===== config.mk =====
export PLATFORM = sky130hd
export DESIGN_NAME = pstc_front
export DESIGN_NICKNAME = d
export VERILOG_FILES = /design/src/design/pstc_pkg.sv /design/src/design/pstc_front.sv
export SDC_FILE = /design/constraint.sdc
export NUM_CORES = 1
export LEC_CHECK = 0
export ABC_AREA = 0
export BUFFER_PORTS_ARGS = -buffer_cell sky130_fd_sc_hd__buf_2
export CORE_MARGIN = 5
export CORE_UTILIZATION = 47
export DETAILED_ROUTE_END_ITERATION = 10
export PLACE_DENSITY = 0.81
export SYNTH_ARGS = -nofsm -noshare
export SYNTH_HDL_FRONTEND = slang
export SYNTH_SLANG_ARGS = --single-unit
export TNS_END_PERCENT = 20

===== constraint.sdc =====
create_clock -name clock -period 11.04 [get_ports clock]
set_input_delay 1.104 -clock clock [delete_from_list [all_inputs] [get_ports clock]]
set_output_delay 1.104 -clock clock [all_outputs]
set_load 0.02 [all_outputs]

===== src/design/pstc_pkg.sv =====
// pstc_pkg: shared constants, codes and types of the per-source IP traffic counter.
// Used by every module of the block; depends on nothing.
`timescale 1ns / 1ps
package pstc_pkg;

   localparam int TABLE_ENTRIES = 1024;
   localparam int IDX_W = (TABLE_ENTRIES > 1) ? $clog2(TABLE_ENTRIES) : 1;
   localparam int CNT_W = $clog2(TABLE_ENTRIES + 1);

   localparam logic [15:0] ETH_IPV4 = 16'h0800;
   localparam logic [15:0] ETH_IPV6 = 16'h86DD;
   localparam logic [15:0] MIN_LEN_IPV4 = 16'd34;
   localparam logic [15:0] MIN_LEN_IPV6 = 16'd54;

   // Bucket span in ns; quotient always fits in 31 bits.
   localparam logic [63:0] BUCKET_SPAN_NS = 64'd10000000000;
   // 10^10 = 2^10 * 5^10: shift out the power of two, then divide by 5^10.
   localparam logic [23:0] BUCKET_ODD = 24'd9765625;
   // floor(2^64 / 10^10), applied to bits [63:32] of time_ns.
   localparam logic [30:0] BUCKET_RECIP = 31'd1844674407;

   typedef enum logic [1:0] {
      ST_IGNORED = 2'd0,
      ST_HIT     = 2'd1,
      ST_NEW     = 2'd2,
      ST_FULL    = 2'd3
   } status_type;

   typedef enum logic [1:0] {
      B_IDLE,
      B_SCAN,
      B_WAIT,
      B_DONE
   } back_state_type;

   // One classified frame, as queued between front and back.
   typedef struct packed {
      logic        is_ip;
      logic        is_v6;
      logic [63:0] addr_hi;
      logic [63:0] addr_lo;
      logic [15:0] packet_len;
      logic [63:0] time_ns;
   } item_type;

   typedef struct packed {
      logic        is_v6;
      logic [63:0] addr_hi;
      logic [63:0] addr_lo;
      logic [63:0] packets;
      logic [63:0] bytes;
      logic [31:0] bucket;
   } entry_type;

   // Queue handshake toward the back part.
   typedef struct packed {
      logic     valid;
      item_type item;
   } queue_out_type;

endpackage


===== src/design/pstc_front.sv =====
// pstc_front: accepts frame summaries, classifies them and queues them (2 deep).
// Depends on pstc_pkg.
`timescale 1ns / 1ps
module pstc_front
   import pstc_pkg::*;
(
   input  logic          clock,
   input  logic          reset,
   input  logic          req_valid,
   output logic          req_stall,
   input  logic [15:0]   req_ether_type,
   input  logic [15:0]   req_captured_len,
   input  logic [63:0]   req_src_addr_hi,
   input  logic [63:0]   req_src_addr_lo,
   input  logic [15:0]   req_packet_len,
   input  logic [63:0]   req_time_ns,
   output queue_out_type q_out,
   input  logic          q_pop
);

   item_type   slot_ff [2];
   logic       wr_ptr_ff, wr_ptr_in;
   logic       rd_ptr_ff, rd_ptr_in;
   logic [1:0] count_ff, count_in;
   logic       push;
   logic       v4, v6;
   item_type   cls;

   always_comb begin
      v4 = (req_ether_type == ETH_IPV4) && (req_captured_len >= MIN_LEN_IPV4);
      v6 = (req_ether_type == ETH_IPV6) && (req_captured_len >= MIN_LEN_IPV6);
      cls.is_ip      = v4 || v6;
      cls.is_v6      = v6;
      cls.addr_hi    = v6 ? req_src_addr_hi : 64'd0;
      cls.addr_lo    = v6 ? req_src_addr_lo : {32'd0, req_src_addr_lo[31:0]};
      cls.packet_len = req_packet_len;
      cls.time_ns    = req_time_ns;
   end

   assign req_stall = (count_ff == 2'd2);
   assign push      = req_valid && !req_stall;

   always_comb begin
      wr_ptr_in = push ? ~wr_ptr_ff : wr_ptr_ff;
      rd_ptr_in = q_pop ? ~rd_ptr_ff : rd_ptr_ff;
      count_in  = count_ff + {1'b0, push} - {1'b0, q_pop};
   end

   always_ff @(posedge clock) begin
      if (reset) begin
         wr_ptr_ff <= 1'b0;
         rd_ptr_ff <= 1'b0;
         count_ff  <= 2'd0;
      end else begin
         wr_ptr_ff <= wr_ptr_in;
         rd_ptr_ff <= rd_ptr_in;
         count_ff  <= count_in;
      end
   end

   always_ff @(posedge clock) begin
      if (push) begin
         slot_ff[wr_ptr_ff] <= cls;
      end
   end

   assign q_out.valid = (count_ff != 2'd0);
   assign q_out.item  = slot_ff[rd_ptr_ff];

endmodule


==> run metrics, run 1 <==
status completed; Seq/Total Area, Yosys 0.787; clock share of power 0.319; DRT antenna net count 0; # port buffers 454; post_cts resized 0; share of cells above drive strength 1 0.581; crit-path leading delay family buffers and inverters; htree depth 2; Residual DRC 0; Setup TNS 0 ns; Layout area overhead 25.5%; Clock Path Buffers 3; RSZ-0062 raised after global routing no; clock sink count 425; Setup Skew 0.0172 ns; Die Ht slightly below 200 um; Chip Width between 150 and 200 um; post-CTS setup buffers 0; NetSw 1.17 mW; CTS tree yes; nature of the critical path endpoint output port; Finish-stage setup viols 0; die outline area 0.0382 mm2; Max Fclk 257 MHz; Worst path depth 3; post-DP HPWL around 25 mm; CTS Buf Count 43; Critical Setup Path Class register to output port; switching share of power 0.271; Yosys warning count 0; Post-CTS Hold Buffers 0; Comb power frac 0.190; vias in the first global route approximately 9500; critical path's largest stage delay 0.58 ns; Syn Nets 1046; slowest stage cell, crit path buf_12; Post-Layout Cell Count 1758; fin util 0.601; syn_area_per_cell 20.2 um2; Seq pwr share 0.491; crit path launch type register; Slew headroom 0.0746; Arr. time, crit path 2.79 ns; Setup WS pre-CTS approximately 6.9 ns; fin nets 1519; worst-margin pin slew 1.39 ns; Remaining Overflow, GRT 0; placed insts roughly 1700; pin count of the biggest net entering global routing 193; fin. max-slew vios 0; Pleak 7.68 nW; Starting Density 0.479; crit-path cells buf_12 -> mux2_2 -> buf_2; commonest non-fill, non-tap cell in the layout buf_2; antenna violations before repair 8; Worst-path clk slew 0.06 ns; critical path fanouts, max 192; via/cell ratio 5.01; Hold Crit Class register to register; routed wire length between 30 and 40 mm; WHS Path Cells 2; flop and latch count out of synthesis between 400 and 500; Core ar. 0.0337 mm2; commonest non-fill, non-tap cells in the layout buf_2 (454), edfxtp_1 (420), mux2_2 (210), and2_1 (76), clkbuf_16 (44); setup ws final 7.14 ns; # IOs roughly 460; GRT Total Usage 0.181; Root Driver clkbuf_16; Wirelength per Cell 20.7 um; final period utilization 0.353; Netlist cell types 30; critical path required time 9.94 ns; routability cong. 0.829; first-pass GRT wire length about 54 mm; synthesized area 0.0161 mm2; FF-to-FF path depth 5; final hold vios 0; PwrDens 214 mW/mm2; buffer and inverter count on the worst path 2; Peak VDD IR 130 uV; P_int between 3 and 4 mW; drt initial violations 367; Placement Rows 67; drt first pass iters 6; Worst-Skew Late Latency 0.54 ns; minimum clock period 3.90 ns; Synth Instances 800; DR vias 8814; MaxCap Viol Count 0
==> tightest hold or removal path: stages, from the launching register on <==
cell,delay [ns]
dfxtp_1,0.32
xnor2_1,0.09
nor2_1,0.08
==> kinds of logic (layout without fill, tap and decap cells) <==
kind of cell             Yosys count  count (layout)  share of synthesized area
XOR/XNOR                           4               4                    0.00217
other                              0               6                          0
multiplexers                     210             210                      0.146
buffers and inverters             35             539                    0.00961
AND/OR/NAND/NOR                  120             120                     0.0498
AO/OA/AOI/OAI                      4               4                    0.00325
adder cells (fa/ha/maj)            2               2                    0.00155
flip-flops                       425             425                      0.787
==> area by class of cell <==
| cell class | count | area (um2) |
|---|---|---|
| antenna | 6 | 15.0 |
| clock buffer | 55 | 1140 |
| clock inverter | 21 | 191 |
| fill | 2453 | 13400 |
| inverter | 2 | 7.51 |
| multi-input combinational | 340 | 3290 |
| sequential | 425 | 12700 |
| tap | 448 | 561 |
| timing repair buffer | 461 | 2340 |
==> state kept, by name, summed over array words and instances, names as in the netlist, named ones only <==
name,flops
count_ff,2
wr_ptr_ff,1
slot_ff,420
rd_ptr_ff,1
==> power groups by stage <==
stage          Clock (mW)  Sequential (mW)  Combinational (mW)
3_5_place_dp            0             2.17               0.832
6_report             1.38             2.13               0.825
5_1_grt              1.49             2.15               0.877
3_3_place_gp            0             2.14               0.825
2_1_floorplan           0             2.22               0.526
4_1_cts              1.42             2.13               0.838
==> per-stage QoR <==
step | area [um2] | hold slack, ns | total power, mW
2_1_floorplan | 16100 | 0.480 | 2.74
3_3_place_gp | 18900 | 0.497 | 2.97
6_report | 20300 | 0.529 | 4.34
3_5_place_dp | 18900 | 0.518 | 3.00
4_1_cts | 20200 | 0.535 | 4.39
5_1_grt | 20300 | 0.583 | 4.52
==> cell usage after synthesis <==
cell       instances  share of area
a31o_2             1        0.00054
edfxtp_1         420           0.78
and2_1            76          0.029
nand4_1            1        0.00039
or2_2              1        0.00039
dfxtp_1            5         0.0062
ha_1               2         0.0015
and4b_1            1        0.00062
nand2b_1           1        0.00039
or4_4              1        0.00070
xnor2_1            2         0.0011
buf_6              3         0.0021
a21o_1             1        0.00047
and2_4            20          0.011
mux2_2           210           0.15
clkbuf_1          29         0.0067
nor2_1             6         0.0014
a2111oi_4          1         0.0017
nand3_1            2        0.00062
and3_1             1        0.00039
nand2_1            3        0.00070
o41ai_1            1        0.00054
nor4_1             3         0.0012
xor2_1             2         0.0011
or4_1              1        0.00047
buf_2              1        0.00031
nor2b_1            1        0.00039
nor4_4             1         0.0013
or4b_2             1        0.00062
inv_1              2        0.00047
==> routing by layer <==
| metal | part of all wire | GRT usage | wire length [um] | vias up |
|---|---|---|---|---|
| li1 | - | - | - | 4044 |
| met1 | 0.37 | 0.207 | 13300 | 4298 |
| met2 | 0.51 | 0.316 | 18500 | 391 |
| met3 | 0.099 | 0.0663 | 3610 | 73 |
| met4 | 0.026 | 0.0577 | 936 | 8 |
| met5 | 0.0022 | 0 | 79 | - |
==> path summary, 6_finish.rpt <==
kind / to / slack (ns) / from
worst min-delay path: rd_ptr_ff / 0.53 / rd_ptr_ff
worst max-delay path: q_out[194] / 7.14 / register
worst max register to register: slot_ff[0][181] / 7.54 / count_ff[0]
worst min register to register: rd_ptr_ff / 0.53 / rd_ptr_ff
No activity file was read; power rests on OpenSTA's default activity.
==> run 2, diff against run 1 <==
--- a/config.mk
+++ b/config.mk
@@ -8,9 +8,9 @@
 export ABC_AREA = 0
 export BUFFER_PORTS_ARGS = -buffer_cell sky130_fd_sc_hd__buf_2
 export CORE_MARGIN = 5
-export CORE_UTILIZATION = 47
+export CORE_UTILIZATION = 50
 export DETAILED_ROUTE_END_ITERATION = 10
-export PLACE_DENSITY = 0.81
+export PLACE_DENSITY = 0.82
 export SYNTH_ARGS = -nofsm -noshare
 export SYNTH_HDL_FRONTEND = slang
 export SYNTH_SLANG_ARGS = --single-unit
==> constraint.sdc (replaced) <==
create_clock -name clock -period 3.6 [get_ports clock]
set_input_delay 0.36 -clock clock [delete_from_list [all_inputs] [get_ports clock]]
set_output_delay 0.36 -clock clock [all_outputs]
set_load 0.02 [all_outputs]
==> run 2 against run 1 <==
  * Routed wire length up 3.1%
  * Combinational power rose to 3.2 times the previous value
  * Global-route usage up 2.1 points
  * Critical path type unchanged
  * Critical endpoint is now q_out[154]
  * Largest power group unchanged
==> run metrics, run 2 (same netlist as run 1, synthesis figures left out) <==
post-DP HPWL roughly 25 mm; Root Driver clkbuf_16; Reg-to-Reg Start count_ff[0]; Die Ht 190 um; final hold vios 0; routability cong. 0.797; Slew headroom 0.425; top flop regs slot_ff x420, count_ff x2; Max Fclk just under 400 MHz; worst r2r dst slot_ff[0][29]; die outline area 0.0360 mm2; Clock Path Buffers 3; critical path required time between 3 and 4 ns; Setup TNS 0 ns; status completed; post-CTS setup buffers 0; Remaining Overflow, GRT 0; Post-Layout Cell Count 1764; CTS Buf Count 43; antenna violations before repair 15; clock sink count 425; minimum clock period 2.53 ns; htree depth 2; DR vias between 9000 and 10000; Residual DRC 0; commonest non-fill, non-tap cell in the layout buf_2; share of cells above drive strength 1 0.571; # IOs 456; post_cts resized 0; vias in the first global route 9871; Placement Rows 65; nature of the critical path endpoint output port; Layout area overhead 28.4%; Chip Width 190 um; Worst-path clk slew 0.06 ns; Setup Skew 0.0180 ns; Post-CTS Hold Buffers 36; number of flip-flops in the largest register 420; drt first pass iters 4; Arr. time, crit path 2.17 ns; via/cell ratio 5.18; r2r setup slk around 1.6 ns; GRT Total Usage 0.201; Worst-Skew Late Latency 0.53 ns; fin nets 1567; crit path launch type register; Peak VDD IR 459 uV; MaxCap Viol Count 0; RSZ-0062 raised after global routing no; routed wire length between 30 and 40 mm; critical path fanouts, max 81; Starting Density 0.509; FF-to-FF path depth 4; placed insts 1642; final period utilization 0.703; Core ar. between 0.03 and 0.04 mm2; DRT antenna net count 0; Top reg by flops slot_ff; Wirelength per Cell 21.3 um; # port buffers 454; CTS tree yes; first-pass GRT wire length between 50 and 60 mm; Pleak 7.90 nW; Worst Hold Endpoint slot_ff[0][3]; worst-margin pin slew about 0.86 ns; fin. max-slew vios 0; Finish-stage setup viols 0; commonest non-fill, non-tap cells in the layout buf_2 (454), edfxtp_1 (420), mux2_2 (210), and2_1 (76), clkbuf_16 (43); Hold Crit Class primary input to register; drt initial violations approximately 440; WHS Path Cells 1; Min-Delay Startpoint req_time_ns[3]; Critical Setup Path Class register to output port; total power 13.3 mW; PwrDens around 640 mW/mm2; pin count of the biggest net entering global routing 100
## run 2: worst max-delay path by stage
stage,slack [ns],end,cells past startpoint,from
global placement,1.38,slot_ff[0][209],6,req_captured_len[12]
finish,1.07,q_out[154],3,register
floorplan,-0.43,slot_ff[0][0],3,count_ff[0]
detailed placement,1.37,slot_ff[1][209],6,req_captured_len[12]
global route,0.99,q_out[156],3,register
CTS,1.04,q_out[156],3,register
## run 2: layer usage
layer  global-route usage  wire [um]  part of all wire
met1                0.220      13100              0.35
met2                0.367      19700              0.52
met3               0.0670       3570             0.095
met4               0.0687       1170             0.031
met5                    0         57            0.0015
## run 2: report_power, final
part	leakage (nW)	total, mW	switching (mW)	internal [mW]
clock network	0.634	4.10	1.75	2.36
logic	3.30	2.68	1.69	0.984
registers	3.97	6.54	0.199	6.34
total	7.90	13.3	3.64	9.68
## run 2: final cells by class
cell class                 count  area (um2)
sequential                   425       12700
clock inverter                21         173
antenna                       10        25.0
tap                          402         503
multi-input combinational    340        3310
inverter                       2        7.51
fill                        2150       11000
clock buffer                  55        1120
timing repair buffer         509        2880
## run 2: through the flow
step	util	hold WS [ns]	instance area, um2	setup WS (ns)
after floorplan	-	0.424	16200	-0.427
after global placement	0.601	0.495	19100	1.38
after detailed placement	0.601	0.510	19100	1.37
after CTS	0.653	0.000452	20700	1.04
after global routing	0.654	0.00283	20700	0.988
final	0.654	0.0287	20700	1.07
## run 2: critical path, stage by stage, from the launching register on
cell	delay, ns
dfxtp_4	0.55
buf_12	0.37
mux2_2	0.43
buf_2	0.18
